File: src/sv/sadu_pkg.sv
// ----------------------------------------------------------------------------
// sadu_pkg
// shared types for the signed add / divide unit: opcodes and the control
// flags that travel down the pipeline next to the data
// ----------------------------------------------------------------------------
`default_nettype none

package sadu_pkg;

    // operation selector
    typedef enum logic {
        OP_ADD = 1'b0,
        OP_DIV = 1'b1
    } t_opcode;

    // per-beat control flags carried through every stage
    typedef struct packed {
        t_opcode op;
        logic    err;
        logic    neg_q;
        logic    neg_r;
    } t_ctl;

endpackage

`default_nettype wire

File: src/sv/sadu_fix.sv
// ----------------------------------------------------------------------------
// sadu_fix
// output stage: applies the result signs, selects the sum for add, forces
// zeros on divide by zero, and holds the result beat for the receiver
// ----------------------------------------------------------------------------
`default_nettype none

module sadu_fix #(
    parameter int DATA_WIDTH = 32
) (
    input  wire logic                  i_clk,
    input  wire logic                  i_rst_n,
    input  wire logic                  i_valid,
    output logic                       o_ready,
    input  wire logic [DATA_WIDTH-1:0] i_rem,
    input  wire logic [DATA_WIDTH-1:0] i_quo,
    input  wire logic [DATA_WIDTH-1:0] i_div,
    input  wire sadu_pkg::t_ctl        i_ctl,
    output logic                       o_valid,
    input  wire logic                  i_ready,
    output logic [DATA_WIDTH-1:0]      o_result_value,
    output logic [DATA_WIDTH-1:0]      o_remainder_value,
    output logic                       o_error_flag
);
    import sadu_pkg::*;

    logic                  r_valid;
    logic [DATA_WIDTH-1:0] r_result;
    logic [DATA_WIDTH-1:0] r_remainder;
    logic                  r_error;
    logic [DATA_WIDTH-1:0] n_result;
    logic [DATA_WIDTH-1:0] n_remainder;
    logic                  n_error;
    logic                  w_load;

    assign o_ready = !r_valid || i_ready;
    assign w_load  = i_valid && o_ready;

    // result selection and sign fixup
    always_comb begin
        n_result    = '0;
        n_remainder = '0;
        n_error     = 1'b0;
        if (i_ctl.op == OP_ADD) begin
            n_result = i_div;
        end else if (i_ctl.err) begin
            n_error = 1'b1;
        end else begin
            n_result    = i_ctl.neg_q ? ('0 - i_quo) : i_quo;
            n_remainder = i_ctl.neg_r ? ('0 - i_rem) : i_rem;
        end
    end

    // valid bit
    always_ff @(posedge i_clk) begin
        if (!i_rst_n) begin
            r_valid <= 1'b0;
        end else if (o_ready) begin
            r_valid <= i_valid;
        end
    end

    // payload
    always_ff @(posedge i_clk) begin
        if (w_load) begin
            r_result    <= n_result;
            r_remainder <= n_remainder;
            r_error     <= n_error;
        end
    end

    assign o_valid           = r_valid;
    assign o_result_value    = r_result;
    assign o_remainder_value = r_remainder;
    assign o_error_flag      = r_error;

endmodule

`default_nettype wire

File: config.mk
export PLATFORM = sky130hd
export DESIGN_NAME = sadu_fix
export DESIGN_NICKNAME = d
export VERILOG_FILES = /design/src/sv/sadu_pkg.sv /design/src/sv/sadu_fix.sv
export SDC_FILE = /design/constraint.sdc
export NUM_CORES = 1
export LEC_CHECK = 0
export ABC_AREA = 1
export BUFFER_PORTS_ARGS = -buffer_cell sky130_fd_sc_hd__buf_2
export CORE_UTILIZATION = 25
export CTS_CLUSTER_SIZE = 14
export DETAILED_ROUTE_END_ITERATION = 7
export SYNTH_ARGS = -nofsm -noshare
export SYNTH_HDL_FRONTEND = slang
export SYNTH_SLANG_ARGS = --single-unit
File: constraint.sdc
create_clock -name i_clk -period 5.8 [get_ports i_clk]
set_input_delay 0.58 -clock i_clk [delete_from_list [all_inputs] [get_ports i_clk]]
set_output_delay 0.58 -clock i_clk [all_outputs]
set_load 0.02 [all_outputs]
* After elaboration in Yosys (flattened, before gate mapping)
Index checks and enable logic that the tools add are counted.
** Cells by class
- Add/sub/neg operators :: 2
- Multiplexer cells :: 5
- Bitwise gates (word level) :: 1
- Reduce and logical (&&, ||, !) cells :: 4
** Operator list (count)
- $mux W32 :: 4
- $sub A1 B32 Y32 const A :: 2
- $reduce_or A2 Y1 :: 1
- $logic_and A1 B1 Y1 :: 1
- $logic_not A1 Y1 :: 1
- $logic_or A1 B1 Y1 :: 1
- $mux W1 :: 1
- $not A1 Y1 :: 1
** Word-level totals
- Register bits after elaboration :: 66
- Word-level logic and storage cells :: 16

* Logic depth before layout (Yosys ltp)
- Depth after elaboration :: 4
- Depth in mapped cells :: 10
- Mapped depth without buffers :: 10

* Worst setup path before layout
OpenSTA, ideal clock, no wires.
- Path kind :: input-to-reg
- Start :: in i_valid
- End :: reg r_error (netlist: o_error_flag) (enable)
- Setup time :: 510 ps
- Arrival :: 3773 ps
- Setup slack :: 1517 ps
- Stages :: 2
- Buffers on the path :: 0
- Path through :: inv_1 > a21oi_1
** Between the ends
- Cells in the longest elaborated chain, start to end :: 1
** Ends and longest elaborated chain
- start, declared :: RTL line sadu_fix.sv:13 : input wire logic i_valid,
- $logic_and A1 B1 Y1 :: RTL line sadu_fix.sv:37 : assign w_load = i_valid && o_ready;
- via w_load :: RTL line sadu_fix.sv:34 : logic w_load;
- end signal, assigned :: RTL line sadu_fix.sv:68 : r_error <= n_error;
- end, declared :: RTL line sadu_fix.sv:30 : logic r_error;
The timed path passes the listed nets, and every way through them passes these cells.
A chain may end at the register's enable or synchronous reset.

* Final worst setup path
- Start :: in i_ready
- End :: reg r_result[21] (netlist: o_result_value[21]) (enable)
** Between the ends
- Cells in the longest elaborated chain, start to end :: 2
** Ends and longest elaborated chain
- start, declared :: RTL line sadu_fix.sv:20 : input wire logic i_ready,
- $logic_or A1 B1 Y1 :: RTL line sadu_fix.sv:36 : assign o_ready = !r_valid || i_ready;
- $logic_and A1 B1 Y1 :: RTL line sadu_fix.sv:37
- via w_load :: RTL line sadu_fix.sv:34
- end signal, assigned :: RTL line sadu_fix.sv:66 : r_result <= n_result;
- end, declared :: RTL line sadu_fix.sv:28 : logic [DATA_WIDTH-1:0] r_result;
The timed path passes the listed nets, and every way through them passes these cells.

==> run summary <==
• complete, no violations — run status
• 4.513 — Via density
• 0.008787 ns — Fin Clk Skew
• 0 — number of design rule violations left after detail routing
• 66 — register bit total from synthesis
• 15.39% — overall routing resource usage
• 5498 µm² — cell area after placement
• 0 — initial antenna violation count
• 135.0 µm — die width
• done — clock tree from TritonCTS
• 10.64 mm — Final HPWL DP
• 2.129 ns — final worst path period need
• 0 — count of hold buffers inserted by post-cts repair
• 4319 — vias in the first global route
• 36.1% — share of power burned in the clock network
• nand2_1 — top-count cell post-synth
• 13.62 µm — DR WL/cell
• 982 — number of instances in the placed design
• 3 — Hold Crit Depth
• 0.1349 mV — Max rail drop VDD
• input pin — crit path launch type
• clkbuf_16 — CTS root buffer
• i_div[23] — startpoint of the most critical hold path
• 0.34 ns — Worst-Skew Late Latency
• 3.70 ns — r2r setup slk
• o_result_value[21] — Critical R2R Capture
• 135.0 µm — height of the die
• 0 — antenna-violating nets left
• 0.05 ns — clock-pin slew reported for the worst setup and hold paths after clock tree synthesis
• 44.16% — share of Yosys cell area claimed by the top area cell type
• 66 — TritonCTS sink count
• 0 — # diodes
• 600 — instance count of the mapped netlist
• 2.681 nW — Pleak
• 17300 µm² — core region area
• 13.59 mm — Total Wirelength
• 25.56% — starting density of the core
• in2reg — kind of path behind the tightest hold check
• 0% — share of flip-flops with an asynchronous set or reset after synthesis
• 170 — IO buf count
• 2 — number of cells traversed by the worst register-to-register path
• 2 — Max Buffers Root-to-Sink
• 0 — Setup Viol. Count Final
• 7.367 µm² — synthesized area per cell
• 0.3913 mW — Switch Pwr
• 231.4 nW/µm² — areal power density over the cells
• 43.2% — sequential power share
• 0 ns — setup TNS after final layout
• 30 — Netlist cell types
• o_valid — Reg2Reg Launch Point
• 0 — count of synthesis-stage warnings from yosys
• 9 — number of buffers added by the clock tree synthesis step
• 0.9398 mW — Internal
• 2.10 ns — data arrival time at the worst-slack endpoint
• 0 — cts repair resizes
• 5 — Initial DRT Pass Iterations
• 18220 µm² — DIE AREA
• 0 — number of max-capacitance violations reported
• edfxtp_1 — post-synth top area cell
• edfxtp_1 44%, nand2_1 15%, nand3_1 6.3%, nor2_1 6.3%, o21ai_0 5.7% — most area-consuming cells after synthesis
• in2reg — critical setup path kind
• 57 — maximum number of pins on one net before global-route repair
• false — unrepaired setup endpoints after global routing
• 20.7% — Gate power share
• 36 — Worst Path Max Fanout
• 171 — Boundary Pins
• 874 — post-layout net count
• 257 — number of design-rule violations left by the first detailed-router iteration
• 172 x nand2_1, 74 x nor2_1, 65 x edfxtp_1 — top post-synthesis cells by count
• 4504 — total vias in the final route
• 30.14% — Area Growth Syn to Fin
• 33.26% — post-layout util
• 33.40% — worst max-slew margin expressed relative to the limit
• 469.6 MHz — FMAX
• register — critical path capture point type
• o_result_value[23] — WHS Endpoint
• 29.40% — sw frac
• 0 — Final Hold Viols
• 4420 µm² — netlist area before placement
• 5.77 ns — worst endpoint required time
• 44.61% — share of the yosys chip area belonging to registers
• 0 — max-slew violation total from the final report
• 48 — FP Rows
• 0.9968 ns — Worst-Margin Slew
• 36.71% — Period Utilization, post-route
• 28.72% — share of final-layout standard cells stronger than drive strength 1
• 0 — grt ovf
• 21.44 mm — first-pass GRT wire length
• 65 — EDFF count, synth
• 998 — count of non-filler cells in the finished layout
• edfxtp_1 — most frequently used flop master after synthesis
• 5753 µm² — final standard cell area without fillers
• 706 — Net Count, Synth
• 3 — H-tree lvl count
• 0 — Post-CTS Setup Repair Bufs
• 0.8522 — Final GP Congestion
[layer usage]
metal	part of all wire, %	wire, µm	track usage [%]	vias up
met5	0	0	0	-
met1	43	5807	18.36	2016
met2	50	6752	27.23	154
li1	-	-	-	2328
met3	7.1	961	3.716	6
met4	0.53	72	4.494	0
[worst max-delay path: stages]
cell	delay (ns)
buf_2	0.08
inv_1	0.06
a21oi_4	0.78
buf_4	0.59
[registers in the layout, summed over array words and instances, names as in the netlist]
signal,cells
o_valid,1
o_remainder_value,32
o_error_flag,1
o_result_value,32
[worst max-delay path by stage]
stage | from | endpoint | cells after the start
2_1_floorplan | i_valid | o_error_flag | 2
5_1_grt | i_ready | o_remainder_value[30] | 4
3_5_place_dp | i_ready | o_result_value[29] | 4
4_1_cts | i_ready | o_result_value[11] | 4
6_report | i_ready | o_result_value[21] | 4
3_3_place_gp | i_ready | o_result_value[27] | 4
[stage by stage]
step	hold WS [ns]	power (mW)	setup slack (ns)
global placement	0.5384	0.8605	3.294
CTS	0.4973	1.352	3.612
floorplan	0.7295	0.7516	1.517
detailed placement	0.5938	0.8630	3.253
global route	0.5147	1.404	3.491
finish	0.5148	1.331	3.671
[layout by cell type, fill, tap and decap left out, drive strengths merged]
cell,n
nand2,179
clkbuf,12
o2111ai,1
nand4,9
nand3,63
a21boi,2
o31ai,1
clkinv,5
nor2,87
a21oi,34
ha,2
o21ai,64
inv,68
o21a,3
edfxtp,65
dfxtp,1
nor3,5
buf,172
[power by group through the flow]
stage          logic [mW]  registers, mW  clock network [mW]
6_report            0.276          0.575               0.481
2_1_floorplan       0.121          0.630                   0
3_5_place_dp        0.279          0.584                   0
5_1_grt             0.309          0.577               0.518
4_1_cts             0.279          0.575               0.498
3_3_place_gp        0.276          0.585                   0
[area by class of cell]
class,count,area (µm²)
fillers,1908,11540
clock inverters,4,18.77
well taps,225,281.5
clock buffers,12,236.5
multi-input cells,450,2120
repair buffers,172,865.8
inverters,69,259.0
flip-flops and latches,66,1972
[logic make-up (layout without fill, tap and decap cells)]
kind of cell,count (synthesis),after routing,share of synthesized area (%)
AOI/OAI and AO/OA,105,105,12.57
adders and majority gates,2,2,0.5660
buffers and inverters,84,257,7.868
DFF,66,66,44.61
and+or+nand+nor,343,343,34.39
Power figures use the tool's default switching activity.
