--- src/sv/sadu_pkg.sv ---
// ----------------------------------------------------------------------------
// sadu_pkg
// shared types for the signed add / divide unit: opcodes and the control
// flags that travel down the pipeline next to the data
// ----------------------------------------------------------------------------
`default_nettype none

package sadu_pkg;

    // operation selector
    typedef enum logic {
        OP_ADD = 1'b0,
        OP_DIV = 1'b1
    } t_opcode;

    // per-beat control flags carried through every stage
    typedef struct packed {
        t_opcode op;
        logic    err;
        logic    neg_q;
        logic    neg_r;
    } t_ctl;

endpackage

`default_nettype wire

--- src/sv/sadu_prep.sv ---
// ----------------------------------------------------------------------------
// sadu_prep
// entry stage: decodes the opcode, forms the sum for add, and the operand
// magnitudes, result signs and divide-by-zero flag for divide
// ----------------------------------------------------------------------------
`default_nettype none

module sadu_prep #(
    parameter int DATA_WIDTH = 32
) (
    input  wire logic                  i_clk,
    input  wire logic                  i_rst_n,
    input  wire logic                  i_valid,
    output logic                       o_ready,
    input  wire logic                  i_opcode,
    input  wire logic [DATA_WIDTH-1:0] i_operand_a,
    input  wire logic [DATA_WIDTH-1:0] i_operand_b,
    output logic                       o_valid,
    input  wire logic                  i_ready,
    output logic [DATA_WIDTH-1:0]      o_rem,
    output logic [DATA_WIDTH-1:0]      o_quo,
    output logic [DATA_WIDTH-1:0]      o_div,
    output sadu_pkg::t_ctl             o_ctl
);
    import sadu_pkg::*;

    logic                  r_valid;
    logic [DATA_WIDTH-1:0] r_quo;
    logic [DATA_WIDTH-1:0] r_div;
    t_ctl                  r_ctl;
    logic [DATA_WIDTH-1:0] n_quo;
    logic [DATA_WIDTH-1:0] n_div;
    t_ctl                  n_ctl;
    logic                  w_neg_a;
    logic                  w_neg_b;
    logic                  w_load;

    // stage handshake: take a beat when empty or when the next stage drains
    assign o_ready = !r_valid || i_ready;
    assign w_load  = i_valid && o_ready;

    // decode and operand conditioning
    always_comb begin
        w_neg_a   = i_operand_a[DATA_WIDTH-1];
        w_neg_b   = i_operand_b[DATA_WIDTH-1];
        n_ctl.op  = t_opcode'(i_opcode);
        n_ctl.err = (n_ctl.op == OP_DIV) && (i_operand_b == '0);
        n_ctl.neg_q = w_neg_a ^ w_neg_b;
        n_ctl.neg_r = w_neg_a;
        n_quo = w_neg_a ? ('0 - i_operand_a) : i_operand_a;
        if (n_ctl.op == OP_ADD) begin
            // the sum rides in the divisor slot, which the steps leave alone
            n_div = i_operand_a + i_operand_b;
        end else begin
            n_div = w_neg_b ? ('0 - i_operand_b) : i_operand_b;
        end
    end

    // valid bit
    always_ff @(posedge i_clk) begin
        if (!i_rst_n) begin
            r_valid <= 1'b0;
        end else if (o_ready) begin
            r_valid <= i_valid;
        end
    end

    // payload
    always_ff @(posedge i_clk) begin
        if (w_load) begin
            r_quo <= n_quo;
            r_div <= n_div;
            r_ctl <= n_ctl;
        end
    end

    assign o_valid = r_valid;
    assign o_rem   = '0;
    assign o_quo   = r_quo;
    assign o_div   = r_div;
    assign o_ctl   = r_ctl;

endmodule

`default_nettype wire

--- config.mk ---
export PLATFORM = sky130hd
export DESIGN_NAME = sadu_prep
export DESIGN_NICKNAME = d
export VERILOG_FILES = /design/src/sv/sadu_pkg.sv /design/src/sv/sadu_prep.sv
export SDC_FILE = /design/constraint.sdc
export NUM_CORES = 1
export LEC_CHECK = 0
export ABC_AREA = 1
export BUFFER_PORTS_ARGS = -buffer_cell sky130_fd_sc_hd__buf_2
export CAP_MARGIN = 5
export CELL_PAD_IN_SITES_DETAIL_PLACEMENT = 0
export CELL_PAD_IN_SITES_GLOBAL_PLACEMENT = 2
export CORE_AREA = 2 2 158 160
export DETAILED_ROUTE_END_ITERATION = 7
export DIE_AREA = 0 0 160 162
export GPL_TIMING_DRIVEN = 0
export HOLD_SLACK_MARGIN = 0.03
export PLACE_DENSITY = 0.79
export SYNTH_ARGS = -nofsm -noshare
export SYNTH_HDL_FRONTEND = slang
export SYNTH_SLANG_ARGS = --single-unit
--- constraint.sdc ---
create_clock -name i_clk -period 5.2 [get_ports i_clk]
set_input_delay 0.78 -clock i_clk [delete_from_list [all_inputs] [get_ports i_clk]]
set_output_delay 0.78 -clock i_clk [all_outputs]
set_load 0.01 [all_outputs]
== After elaboration in Yosys (flattened, before gate mapping) ==
Cells that the tools add are included.

* Flip-flop bits (word level): 69
* Bits in latches: 0
* Memory bits (writable): 0
* Bits in read-only memories: 0
* Input bits: 69
* Output and inout port bits: 102
* Memories: 0

* $add $sub $neg: 3
* $mul: 0
* Div/mod/pow operators: 0
* Magnitude comparators: 0
* Equal/unequal tests: 0
* Shifts and indexed selects: 0
* Muxes and demuxes: 3
* Bitwise gates (word level): 1
* Reduce and logical (&&, ||, !) cells: 5

{| class="wikitable"
|+ Operators by type and width
! kind !! number
|-
| 32-bit two-way mux || 2
|-
| 1-bit by 32-bit subtractor with 32-bit output (first input constant) || 2
|-
| 32-bit adder || 1
|-
| 32-bit logical NOT || 1
|-
| 31-bit two-way mux || 1
|-
| 1-bit logical AND || 2
|-
| 1-bit logical NOT || 1
|-
| 1-bit logical OR || 1
|-
| 1-bit bitwise XOR || 1
|}

== Logic depth before layout (Yosys ltp) ==
* Depth in word-level cells: 3
* Gate-level depth with buffers: 12
* Depth with buffers taken out: 12

== Worst setup path after synthesis ==
Ideal clock, no wire load.

* Path type: input to register
* Start point: input port i_valid
* End point: register r_ctl (netlist bit o_ctl[0]), enable pin
* Arrival: 4.116 ns
* Data required time: 4.684 ns
* Slack: 0.567 ns
* Stages: 2
* Buffers on the path: 0
* Cell sequence: inv_1 -> a21oi_1

* Word-level cells in the longest chain between the ends: 1

{| class="wikitable"
|+ Ends and longest elaborated chain
! element !! RTL line !! source
|-
| start, declared || sadu_prep.sv:13 || <nowiki>input wire logic i_valid,</nowiki>
|-
| 1-bit logical AND || sadu_prep.sv:40 || <nowiki>assign w_load = i_valid && o_ready;</nowiki>
|-
| named net w_load || sadu_prep.sv:36 || <nowiki>logic w_load;</nowiki>
|-
| end signal, assigned || sadu_prep.sv:73 || <nowiki>r_ctl <= n_ctl;</nowiki>
|-
| end, declared || sadu_prep.sv:30 || <nowiki>t_ctl r_ctl;</nowiki>
|}

The timed path passes the listed nets, and every way through them passes these cells.
A chain may end at the register's enable or synchronous reset.

== Worst setup path in the final report ==
* Start point: input port i_operand_a[0]
* End point: register r_div[28], in the netlist o_div[28], data pin

* Word-level cells in the longest chain between the ends: 2

{| class="wikitable"
|+ Ends and longest elaborated chain
! element !! RTL line !! source
|-
| start, declared || sadu_prep.sv:16 || <nowiki>input wire logic [DATA_WIDTH-1:0] i_operand_a,</nowiki>
|-
| 32-bit adder || sadu_prep.sv:53 || <nowiki>n_div = i_operand_a + i_operand_b;</nowiki>
|-
| 32-bit two-way mux || sadu_prep.sv:51 || <nowiki>if (n_ctl.op == OP_ADD) begin</nowiki>
|-
| named net n_div[28] || sadu_prep.sv:32 || <nowiki>logic [DATA_WIDTH-1:0] n_div;</nowiki>
|-
| end signal, assigned || sadu_prep.sv:72 || <nowiki>r_div <= n_div;</nowiki>
|-
| end, declared || sadu_prep.sv:29 || <nowiki>logic [DATA_WIDTH-1:0] r_div;</nowiki>
|}

The timed path passes the listed nets, and every way through them passes these cells.

==> impl_metrics.json <==
{
  "cts.hold.buffers_added": 0,
  "dp_cells": 1561,
  "slew_headroom_pct": 41.07,
  "min_from": "o_valid",
  "cp-end-kind": "flip-flop",
  "setup-violations-final": 0,
  "crit_fanout": 5,
  "detailed_place_hpwl_mm": 21.38,
  "numClockSinks": 69,
  "p_total_uw": 1981,
  "critical_path_class": "input pin to flip-flop",
  "vias_per_cell": 4.484,
  "p_sw_uw": 667.4,
  "grt_antenna_before_repair": 0,
  "crit_start": "i_operand_a[0]",
  "clk_pin_slew_ns": 0.06,
  "met1_length_mm": 11.71,
  "grt_max_degree": 31,
  "dieArea_sq_um": 25920,
  "start_util_pct": 28.54,
  "p_seq_share_pct": 34.6,
  "grt_first_pass_wirelength_mm": 38.09,
  "fin_nets": 1351,
  "r2r-end": "o_ctl[1]",
  "synth-edff-count": 68,
  "start_kind": "input pin",
  "drc_errors": 0,
  "cts_tree": "yes",
  "maxCapViolCount": 0,
  "finClkSkew_ns": 0.01312,
  "first_pass_iters": 5,
  "hold_end": "o_valid",
  "clock_path_buffers": 2,
  "dr.max_layer_used": "met4",
  "synth_seq_cells": 69,
  "cts_made_buffers": 9,
  "antennaDiodeCount": 0,
  "detailroute.via_count": 7072,
  "netlist_area_sq_um": 6879,
  "hp-class": "flip-flop to flip-flop",
  "tightest_slew_ns": 0.8839,
  "drive_gt1_share_pct": 18.04,
  "syn_inst": 1067,
  "reg2reg_depth": 3,
  "wl_per_cell_microns": 15.87,
  "clk_latency_ns": 0.35,
  "synth_largest_area_cell": "edfxtp_1",
  "hold_viol_final": 0,
  "die_w_microns": 160,
  "grt-ovfl-total": 0,
  "htreeDepth": 3,
  "die_y_microns": 162,
  "gp_routability_congestion": 0.8820,
  "fp-row-count": 57,
  "cp_data_arrival_time_ns": 2.84,
  "power_density_nw_per_um2": 233.9,
  "yosysMostFrequentCell": "nand2_1",
  "p_leak_uw": 0.004493,
  "ys.flop_type": "edfxtp_1",
  "grt_setup_unrepaired": "no",
  "required_ns": 5.29,
  "timing.fmax_ghz": 0.3634,
  "area_growth_pct": 23.14,
  "rrSetupSlack_ns": 3.47,
  "fin_crit_sh_pct": 52.92,
  "portBuffers": 137,
  "io_pins": 171,
  "pwr-share-comb_pct": 30.4,
  "cts_setup_buffers": 0,
  "syn_avg_cell_area_sq_um": 6.447,
  "drtIter0Drc": 513,
  "holdWs_ns": 0.5407,
  "synth_cell_types": 42,
  "met2WireLength_mm": 11.70,
  "postRouteAntennaNets": 0,
  "synthArstFlopShare_pct": 0,
  "grt_pass1_vias": 6756,
  "wl_met3_mm": 1.042,
  "whs_path_depth": 2,
  "stdcell_count": 1577,
  "p_int_uw": 1314,
  "ir_worst_vdd_mv": 0.1598,
  "outcome": "finished, final reports clean",
  "cts_resized": 0,
  "yosysTopAreaCellShare_pct": 29.68,
  "synthTopCellsByCount": "nand2_1 (348), inv_1 (176), nor2_1 (98), nand3_1 (95), edfxtp_1 (68)",
  "slew_violations": 0,
  "swShare_pct": 33.68,
  "yosysWarnings": 0,
  "timing.final.crit_period_ns": 2.752,
  "ys_top_cells_by_area": "edfxtp_1 (30%), nand2_1 (19%), inv_1 (9.6%)",
  "grt.total_usage_pct": 19.47,
  "root_buffer": "clkbuf_16",
  "p_clk_share_pct": 35.0,
  "core_sq_um": 24110,
  "drt_wl_total_mm": 25.03,
  "ys_seq_area_share_pct": 29.97,
  "r2r_start": "o_valid"
}
[cells by family after synthesis]
logic type,Yosys count,share of synthesized area [%]
simple gates,603,37.74
buf+inv,226,14.19
compound gates,111,8.821
flops,69,29.97
fa+ha+maj,34,6.293
xor+xnor,23,2.928
other cells,1,0.05451
[state kept, by name (all words and copies together) (netlist names)]
signal / count
o_quo: 32
o_valid: 1
o_ctl: 4
o_div: 32
[stage by stage]
step,util (%),instance area [sq um],setup WS (ns),setup TNS [ns]
floorplan,-,6995,0.5675,0
global placement,33.55,8087,-1.023,-68.77
detailed placement,33.79,8145,2.145,0
CTS,35.14,8471,2.505,0
global route,35.14,8471,2.362,0
finish,35.14,8471,2.448,0
[layout by cell type, fill, tap and decap left out, types with 2 or more instances in the layout]
cell	Yosys	final
nand2_1	348	348
inv_1	176	176
buf_2	6	143
nor2_1	98	98
nand3_1	95	95
edfxtp_1	68	68
a21oi_1	51	50
o21ai_0	40	40
ha_1	33	33
buf_4	32	32
conb_1	1	32
xor2_1	18	18
nor3_1	15	15
nor2_2	11	11
nand4_1	9	9
clkbuf_16	0	9
clkbuf_1	7	8
nand3b_1	7	7
nand2_2	5	5
xnor2_1	5	5
o21ai_1	4	4
nand3_2	4	4
o21bai_1	4	4
inv_2	3	3
nor2_4	3	3
buf_1	2	2
o31ai_1	2	2
a21boi_0	2	2
nor4_1	2	2
o211ai_1	2	2
o21ai_2	2	2
bufinv_16	0	2
[worst max-delay path, stage by stage]
cell	delay [ns]
buf_2	0.12
ha_1	0.27
fa_1	0.52
nand3_1	0.13
nand3_1	0.20
nand3_1	0.14
nand3_1	0.16
nand2_1	0.17
nand3_1	0.09
nand3_1	0.17
nand2_1	0.10
[power by group through the flow]
stage               Clock [uW]  Combinational [uW]  Sequential, uW
global placement             0                 595             703
finish                     693                 602             686
CTS                        709                 604             687
floorplan                    0                 349             727
global route               730                 678             691
detailed placement           0                 602             698
[how the worst max path moves through the flow]
stage	end	slack, ns	depth (start not counted)
final	o_div[28]	2.45	11
after global routing	o_div[28]	2.36	11
after CTS	o_div[28]	2.51	11
after detailed placement	o_div[28]	2.14	11
after global placement	o_div[22]	-1.02	3
after floorplan	o_ctl[0]	0.57	2
[final cells by class]
type	count	area (sq um)
multi-input cells	803	3969
fillers	2728	15640
repair buffers	139	733.2
clock buffers	11	242.7
plain buffers	47	304.0
clock inverters	5	82.58
well taps	324	405.4
flip-flops and latches	69	2062
inverters	179	671.9
[layer usage]
metal | GRT usage [%] | up-vias
met5 | 0 | -
met4 | 6.102 | 0
li1 | - | 3703
met2 | 33.35 | 189
met3 | 1.941 | 27
met1 | 25.95 | 3153
Power figures use the tool's default switching activity.
