[src/sv/sadu_pkg.sv]
// ----------------------------------------------------------------------------
// sadu_pkg
// shared types for the signed add / divide unit: opcodes and the control
// flags that travel down the pipeline next to the data
// ----------------------------------------------------------------------------
`default_nettype none

package sadu_pkg;

    // operation selector
    typedef enum logic {
        OP_ADD = 1'b0,
        OP_DIV = 1'b1
    } t_opcode;

    // per-beat control flags carried through every stage
    typedef struct packed {
        t_opcode op;
        logic    err;
        logic    neg_q;
        logic    neg_r;
    } t_ctl;

endpackage

`default_nettype wire

[src/sv/sadu_step.sv]
// ----------------------------------------------------------------------------
// sadu_step
// one restoring division step: shifts one dividend bit into the partial
// remainder, trial-subtracts the divisor and shifts in one quotient bit
// ----------------------------------------------------------------------------
`default_nettype none

module sadu_step #(
    parameter int DATA_WIDTH = 32
) (
    input  wire logic                  i_clk,
    input  wire logic                  i_rst_n,
    input  wire logic                  i_valid,
    output logic                       o_ready,
    input  wire logic [DATA_WIDTH-1:0] i_rem,
    input  wire logic [DATA_WIDTH-1:0] i_quo,
    input  wire logic [DATA_WIDTH-1:0] i_div,
    input  wire sadu_pkg::t_ctl        i_ctl,
    output logic                       o_valid,
    input  wire logic                  i_ready,
    output logic [DATA_WIDTH-1:0]      o_rem,
    output logic [DATA_WIDTH-1:0]      o_quo,
    output logic [DATA_WIDTH-1:0]      o_div,
    output sadu_pkg::t_ctl             o_ctl
);
    import sadu_pkg::*;

    logic                  r_valid;
    logic [DATA_WIDTH-1:0] r_rem;
    logic [DATA_WIDTH-1:0] r_quo;
    logic [DATA_WIDTH-1:0] r_div;
    t_ctl                  r_ctl;
    logic [DATA_WIDTH-1:0] n_rem;
    logic [DATA_WIDTH-1:0] n_quo;
    logic [DATA_WIDTH:0]   w_trial;
    logic [DATA_WIDTH:0]   w_diff;
    logic                  w_load;

    assign o_ready = !r_valid || i_ready;
    assign w_load  = i_valid && o_ready;

    // trial subtract; a clear top bit means the divisor fits
    always_comb begin
        w_trial = {i_rem, i_quo[DATA_WIDTH-1]};
        w_diff  = w_trial - {1'b0, i_div};
        if (!w_diff[DATA_WIDTH]) begin
            n_rem = w_diff[DATA_WIDTH-1:0];
            n_quo = {i_quo[DATA_WIDTH-2:0], 1'b1};
        end else begin
            n_rem = w_trial[DATA_WIDTH-1:0];
            n_quo = {i_quo[DATA_WIDTH-2:0], 1'b0};
        end
    end

    // valid bit
    always_ff @(posedge i_clk) begin
        if (!i_rst_n) begin
            r_valid <= 1'b0;
        end else if (o_ready) begin
            r_valid <= i_valid;
        end
    end

    // payload
    always_ff @(posedge i_clk) begin
        if (w_load) begin
            r_rem <= n_rem;
            r_quo <= n_quo;
            r_div <= i_div;
            r_ctl <= i_ctl;
        end
    end

    assign o_valid = r_valid;
    assign o_rem   = r_rem;
    assign o_quo   = r_quo;
    assign o_div   = r_div;
    assign o_ctl   = r_ctl;

endmodule

`default_nettype wire

[config.mk]
export PLATFORM = sky130hd
export DESIGN_NAME = sadu_step
export DESIGN_NICKNAME = d
export VERILOG_FILES = /design/src/sv/sadu_pkg.sv /design/src/sv/sadu_step.sv
export SDC_FILE = /design/constraint.sdc
export NUM_CORES = 1
export LEC_CHECK = 0
export BUFFER_PORTS_ARGS = -buffer_cell sky130_fd_sc_hd__buf_2
export CORE_UTILIZATION = 30
export DETAILED_ROUTE_END_ITERATION = 10
export GPL_ROUTABILITY_DRIVEN = 0
export PLACE_DENSITY = 0.52
export SETUP_SLACK_MARGIN = 0.1
export SYNTH_ARGS = -nofsm -noshare
export SYNTH_HDL_FRONTEND = slang
export SYNTH_SLANG_ARGS = --single-unit
[constraint.sdc]
create_clock -name i_clk -period 4.7 [get_ports i_clk]
set_input_delay 0.94 -clock i_clk [delete_from_list [all_inputs] [get_ports i_clk]]
set_output_delay 0.94 -clock i_clk [all_outputs]
set_load 0.005 [all_outputs]
# [After elaboration in Yosys (flattened, before gate mapping)]
# Index checks and enable logic that the tools add are counted.
[word_totals] output_inout_bits=102 wordCells=14 inputBits=104 regBits=101
[op_classes] reduce_logical=3 mux=2 add_sub_neg=1
[op_table] op="$sub 33x32->33" n=1
[op_table] op="$mux 32" n=1
[op_table] op="$logic_and 1x1->1" n=1
[op_table] op="$logic_not 1->1" n=1
[op_table] op="$logic_or 1x1->1" n=1
[op_table] op="$mux 1" n=1

# [Logic depth before layout (Yosys ltp)]
# Gate-level depths: netlist (run 1).
[logic_depth] ltp_word=3 mapped_depth=13 mapped_depth_nobuf=12

# [Worst setup path after synthesis (run 1)]
# Ideal clock, no wire load.
[synth_path] path_type="input to register" startpoint="in i_ready" endpoint="reg r_ctl (netlist bit o_ctl[0]), enable pin" setup_ns=0.470 path_buffers=0 path_stages=2 setup_slack_ns=0.817 arrival_time_ns=3.413 required_ns=4.230 path_cell_list="nand2b_1 > and2_1"
[synth_between] elab_chain_cells=2
[synth_rtl] item="start, declared" line_no="sadu_step.sv:20" rtl="input wire logic i_ready,"
[synth_rtl] item="$logic_or 1x1->1" line_no="sadu_step.sv:39" rtl="assign o_ready = !r_valid || i_ready;"
[synth_rtl] item="$logic_and 1x1->1" line_no="sadu_step.sv:40" rtl="assign w_load = i_valid && o_ready;"
[synth_rtl] item="named net w_load" line_no="sadu_step.sv:37" rtl="logic w_load;"
[synth_rtl] item="end signal, assigned" line_no="sadu_step.sv:70" rtl="r_ctl <= i_ctl;"
[synth_rtl] item="end, declared" line_no="sadu_step.sv:32" rtl="t_ctl r_ctl;"
# The timed path passes the listed nets, and every way through them passes these cells.
# A chain may end at the register's enable or synchronous reset.

# [Worst setup path in the final report (run 1)]
[layout_path] startpoint="in i_quo[31]" endpoint="reg r_rem[28], in the netlist o_rem[28], data pin"
[layout_between] elab_chain_cells=2
[layout_rtl] item="start, declared" line_no="sadu_step.sv:16" rtl="input wire logic [DATA_WIDTH-1:0] i_quo,"
[layout_rtl] item="$sub 33x32->33" line_no="sadu_step.sv:45" rtl="w_diff = w_trial - {1'b0, i_div};"
[layout_rtl] item="$mux 32" line_no="sadu_step.sv:46" rtl="if (!w_diff[DATA_WIDTH]) begin"
[layout_rtl] item="named net n_rem[28]" line_no="sadu_step.sv:33" rtl="logic [DATA_WIDTH-1:0] n_rem;"
[layout_rtl] item="end signal, assigned" line_no="sadu_step.sv:67" rtl="r_rem <= n_rem;"
[layout_rtl] item="end, declared" line_no="sadu_step.sv:29" rtl="logic [DATA_WIDTH-1:0] r_rem;"
# The timed path passes the listed nets, and every way through them passes these cells.

==> out/metrics.yaml, run 1 <==
critical_path:
  cp.required_ps: 4810
  critPathArrivalTime_ps: 3790
  critical_path.max_fanout: 20
  worstSetupPathType: "input port to flip-flop"
  worst_setup_path_end_kind: "flip-flop"
  rrSetupSlack_ps: 2910
  r2r_end: "o_quo[24]$_DFFE_PP_"
  regToRegStartpoint: "o_valid$_SDFFE_PN0N_"
  critPathLaunchType: "input port"
  worst_r2r_path_depth: 3
hold_path:
  hold_class: "flip-flop to flip-flop"
  holdPathEnd: "o_valid$_SDFFE_PN0N_"
  hold_start: "o_valid$_SDFFE_PN0N_"
  holdPathStages: 2
yosys:
  yosys-top-cells-area: "edfxtp_1 55%, ha_1 7.3%, mux2_4 4.9%"
  synth_seq_cells: 101
  ys_seq_area_share_pct: 55.1
  ys_warn_count: 0
  synthFlopType: "edfxtp_1"
  syn-num-nets: 602
  synth_edf_count: 100
  synth_top_cell_area_share_pct: 54.7
  yosysTopAreaCell: "edfxtp_1"
  synth_cell_type_count: 52
  postSynth.asyncResetShare_pct: 0
  synth_area_um2: 5490
  netlist_instances: 465
  syn_avg_cell_area_um2: 11.8
cts:
  root_buffer: "clkbuf_16"
  clk_path_buf_depth: 2
  cts.sinks: 101
  clock_latency_ps: 360
  htreeDepth: 3
  cts_tree: "yes"
  clk_pin_slew_ps: 80
  ctsResizeCount: 0
  post_cts_buffers: 0
  numCtsBuffers: 9
  cts_hold_buf: 0
sta:
  relSlewSlack_pct: 53.3
  final-hold-violation-count: 0
  worst_slew_pin_slew_ps: 699
  setup_viol_count_final: 0
  finalSetupTns_ps: 0
  fmax_ghz: 0.271
  slew_violations: 0
  skew_ps: 8.43
  rsz0062_at_grt: "no"
  min_period_over_period_pct: 78.4
  min_period_ps: 3690
detailed_routing:
  wirelength_um: 14200
  drtIter0Drc: 342
  vias_per_cell: 4.78
  wl_per_cell_um: 15.7
  firstDrtPassIters: 6
  drc: 0
  num_vias: 4314
  ant_nets: 0
die:
  dieWidth_um: 137
  die-area_um2: 18800
  ios: 206
  start_util_pct: 30.5
  dieHeight_um: 137
  coreArea_um2: 18000
  core.rowCount: 49
finish:
  nets: 804
  layout_commonest_cell: "buf_2"
  areaGrowthSynthToFinish_pct: 28.8
  drive_above_1_share_pct: 36.8
  layout_common_cells: "205 x buf_2, 100 x edfxtp_1, 47 x nand2_1"
  fillers: 1789
  finalInstanceArea_um2: 7070
pwr:
  leakagePower_nw: 3.21
  power_density_nw_per_um2: 348
  peakVddDrop_uv: 211
global_route:
  grt_pass1_wl_um: 21500
  grt_overflow: 0
  grtUsageTotal_pct: 15.2
  antenna_found_initial: 0
  grt_start_max_net_pins: 41
  grt_pass1_vias: 4235
outcome:
  status: "finished clean"
place:
  io_buffer_count: 205
  hpwl_um: 11100
  dpl_cell_area_um2: 6740
job:
  maxCapViolations: 0
## per-layer routing
metal	wire length, um	GRT usage, %	up-vias
li1	-	-	2112
met1	6200	19.1	2017
met2	6480	24.7	170
met3	1220	3.86	15
met4	265	6.35	0
met5	0	0	-
## cells in the mapped netlist (3+ instances only)
library cell / n
o21ai_0: 27
edfxtp_1: 100
and2_1: 3
nor2b_1: 5
o21a_1: 5
and3_1: 6
a21o_1: 15
o31ai_1: 4
a21boi_0: 5
nand2_1: 47
clkbuf_1: 13
nor3_1: 3
nand3_1: 9
nand4_1: 5
mux2_4: 18
inv_1: 39
a211oi_1: 4
ha_1: 32
xor2_1: 9
a21oi_1: 29
nand2b_1: 5
o211ai_1: 6
xnor2_1: 15
o21bai_1: 5
nor2_1: 23
## logic make-up after synthesis
group	after synthesis	share of synthesized area [%]
AOI/OAI and AO/OA	118	14.4
adders and majority gates	33	7.66
xor gates and xnor gates	24	3.83
DFF	101	55.1
and+or+nand+nor	113	9.65
buffers and inverters	57	4.26
muxes	19	5.11
## sequential cells by signal, summed over array words and instances, names as in the netlist
name / count
o_ctl: 4
o_div: 32
o_quo: 32
o_rem: 32
o_valid: 1
## through the flow
stage | instances | hold WS, ps | worst slack [ps] | total power (W) | util, %
3_5_place_dp | 885 | 539 | 596 | 0.00168 | 37.5
6_report | 902 | 561 | 1010 | 0.00246 | 39.3
2_1_floorplan | 465 | 537 | 817 | 0.00148 | -
4_1_cts | 901 | 551 | 957 | 0.00250 | 39.3
3_3_place_gp | 885 | 505 | 686 | 0.00167 | 37.5
5_1_grt | 901 | 603 | 770 | 0.00259 | 39.3
## critical path, stage by stage
cell and delay [ps]:
buf_2 90, inv_1 40, ha_1 220, fa_1 410, nand2b_1 180, a21oi_1 240, o211ai_1 170, a21oi_1 260
o21a_1 240, o211ai_4 100, inv_2 540, mux2_4 360
## layout make-up
type	instances	area [um^2]	share of cell area, %
tap	229	287	4.06
timing repair buffer	208	1050	14.8
sequential	101	3020	42.8
antenna	1	2.50	0.0354
clock inverter	7	97.6	1.38
inverter	40	150	2.13
multi-input combinational	307	2230	31.6
clock buffer	9	225	3.19
## power by group
| part | internal [W] | switching (W) |
|---|---|---|
| Sequential | 0.00109 | 0.0000175 |
| Clock | 0.000433 | 0.000377 |
| Combinational | 0.000252 | 0.000293 |
| Total | 0.00177 | 0.000688 |
## how the worst max path moves through the flow
| stage | start | end | cells after the start |
|---|---|---|---|
| after floorplan | i_ready | o_ctl[0]$_DFFE_PP_ | 2 |
| final | i_quo[31] | o_rem[28]$_DFFE_PP_ | 12 |
| after global routing | i_quo[31] | o_rem[28]$_DFFE_PP_ | 12 |
| after CTS | i_quo[31] | o_rem[14]$_DFFE_PP_ | 12 |
| after detailed placement | i_quo[31] | o_rem[14]$_DFFE_PP_ | 12 |
| after global placement | i_quo[31] | o_rem[20]$_DFFE_PP_ | 12 |
Power figures use the tool's default switching activity.
==> run 2: changes to the inputs <==
==> constraint.sdc (replaced) <==
create_clock -name i_clk -period 3.5 [get_ports i_clk]
set_input_delay 0.7 -clock i_clk [delete_from_list [all_inputs] [get_ports i_clk]]
set_output_delay 0.7 -clock i_clk [all_outputs]
set_load 0.005 [all_outputs]
==> out/metrics.yaml, run 2 (synthesis results as in run 1) <==
cts:
  root_buffer: "clkbuf_16"
  ctsResizeCount: 0
  post_cts_buffers: 0
  clk_path_buf_depth: 2
  cts_hold_buf: 0
  htreeDepth: 3
  clock_latency_ps: 350
  cts.sinks: 101
  clk_pin_slew_ps: 80
  cts_tree: "yes"
  numCtsBuffers: 9
sta:
  setup_viol_count_final: 0
  worst_slew_pin_slew_ps: 591
  rsz0062_at_grt: "no"
  relSlewSlack_pct: 60.3
  finalSetupTns_ps: 0
  min_period_ps: 3130
  final-hold-violation-count: 0
  fin_ws_ps: 366
  fmax_ghz: 0.319
  slew_violations: 0
  min_period_over_period_pct: 89.5
  skew_ps: 5.81
detailed_routing:
  drc: 0
  wl_per_cell_um: 15.6
  wirelength_um: 14300
  vias_per_cell: 4.72
  num_vias: 4324
  firstDrtPassIters: 4
  drtIter0Drc: 192
  ant_nets: 0
finish:
  register_area_um2: 3020
  num_antenna_cells: 0
  layout_commonest_cell: "buf_2"
  fillers: 1799
  nets: 819
  drive_above_1_share_pct: 38.1
  post-route-util_pct: 39.9
  layout_common_cells: "205 x buf_2, 100 x edfxtp_1, 47 x nand2_1"
  areaGrowthSynthToFinish_pct: 30.8
  multi_input_area_um2: 2230
pwr:
  power_density_nw_per_um2: 454
  internal_power_w: 0.00233
  leakagePower_nw: 3.28
  pwr-share-clk_pct: 30.8
  switching_power_w: 0.000928
  peakVddDrop_uv: 240
  switching_share_pct: 28.5
  combPwrFrac_pct: 23.7
  seq_power_share_pct: 45.5
critical_path:
  r2r_end: "o_div[21]$_DFFE_PP_"
  crit_chain: "buf_2, inv_1, ha_1, nor2b_1, o2111a_1, o21ai_0, a21oi_1, a21boi_0, o21ai_0, xnor2_1, o21ai_0"
  cp.required_ps: 3610
  path_buf_inv: 2
  critical_path.max_fanout: 4
  critPathArrivalTime_ps: 3240
  rrSetupSlack_ps: 1830
  regToRegStartpoint: "o_valid$_SDFFE_PN0N_"
  max_stage_delay_ps: 540
  worstSetupPathType: "input port to flip-flop"
  worst_r2r_path_depth: 3
  path_delay_family: "compound AO/OA/AOI/OAI gates"
  worst_setup_path_end_kind: "flip-flop"
  critPathLaunchType: "input port"
  critPathSlowestCell: "a21boi_0"
  path_common_cell: "o21ai_0"
die:
  ios: 206
  core.rowCount: 49
  die-area_um2: 18800
  coreArea_um2: 18000
  start_util_pct: 30.5
  dieWidth_um: 137
  dieHeight_um: 137
global_route:
  grt_pass1_wl_um: 21300
  grt_overflow: 0
  grt_pass1_vias: 4208
  grtUsageTotal_pct: 15.0
  grt_start_max_net_pins: 63
  antenna_found_initial: 2
hold_path:
  hold_class: "input port to flip-flop"
  holdPathStages: 1
  hold_start: "i_quo[6]"
  holdPathEnd: "o_quo[7]$_DFFE_PP_"
place:
  hpwl_um: 11100
  dp_slack_ps: 15.1
  io_buffer_count: 205
outcome:
  status: "finished clean"
job:
  maxCapViolations: 0
[run 2: layer usage]
| layer | share of wire [%] | vias to the layer above | global-route usage [%] |
|---|---|---|---|
| met5 | 0.16 | - | 0 |
| met4 | 1.5 | 4 | 5.86 |
| met3 | 7.0 | 16 | 3.53 |
| met2 | 46 | 152 | 24.6 |
| met1 | 45 | 2015 | 19.1 |
| li1 | - | 2137 | - |
[run 2: final cells by class]
class                   instances  share of cell area (%)
flip-flops and latches        101                    42.1
well taps                     229                    3.99
inverters                      40                    2.09
clock inverters                 7                   0.837
repair buffers                223                    16.7
multi-input cells             307                    31.1
clock buffers                   9                    3.14
[run 2: worst max-delay path by stage]
stage               cells after the start  slack [ps]                   to       from
detailed placement                     13          20   o_rem[6]$_DFFE_PP_  i_quo[31]
global placement                       11          50  o_rem[23]$_DFFE_PP_   i_div[1]
floorplan                              12         280  o_rem[10]$_DFFE_PP_  i_div[16]
finish                                 11         370  o_rem[23]$_DFFE_PP_   i_div[1]
CTS                                    13         390  o_rem[17]$_DFFE_PP_  i_quo[31]
global route                           11         140  o_rem[23]$_DFFE_PP_   i_div[1]
[run 2: power by group through the flow]
stage | clock network [W] | registers (W) | logic (W)
global route | 0.00108 | 0.00149 | 0.000859
CTS | 0.00104 | 0.00149 | 0.000781
global placement | 0 | 0.00151 | 0.000769
floorplan | 0 | 0.00153 | 0.000450
finish | 0.00100 | 0.00148 | 0.000771
detailed placement | 0 | 0.00151 | 0.000777
[run 2: metrics by stage]
step | area [um^2] | hold slack [ps] | power, W | cells
2_1_floorplan | 5490 | 536 | 0.00198 | 465
3_3_place_gp | 6890 | 506 | 0.00228 | 900
3_5_place_dp | 6890 | 545 | 0.00229 | 900
4_1_cts | 7180 | 496 | 0.00331 | 916
5_1_grt | 7180 | 498 | 0.00343 | 916
6_report | 7180 | 515 | 0.00326 | 916
[run 2: worst reg2reg max path: stages (launching register included)]
cell      delay (ps)
dfxtp_1          310
nand2b_1         100
and2_4           480
buf_12           410
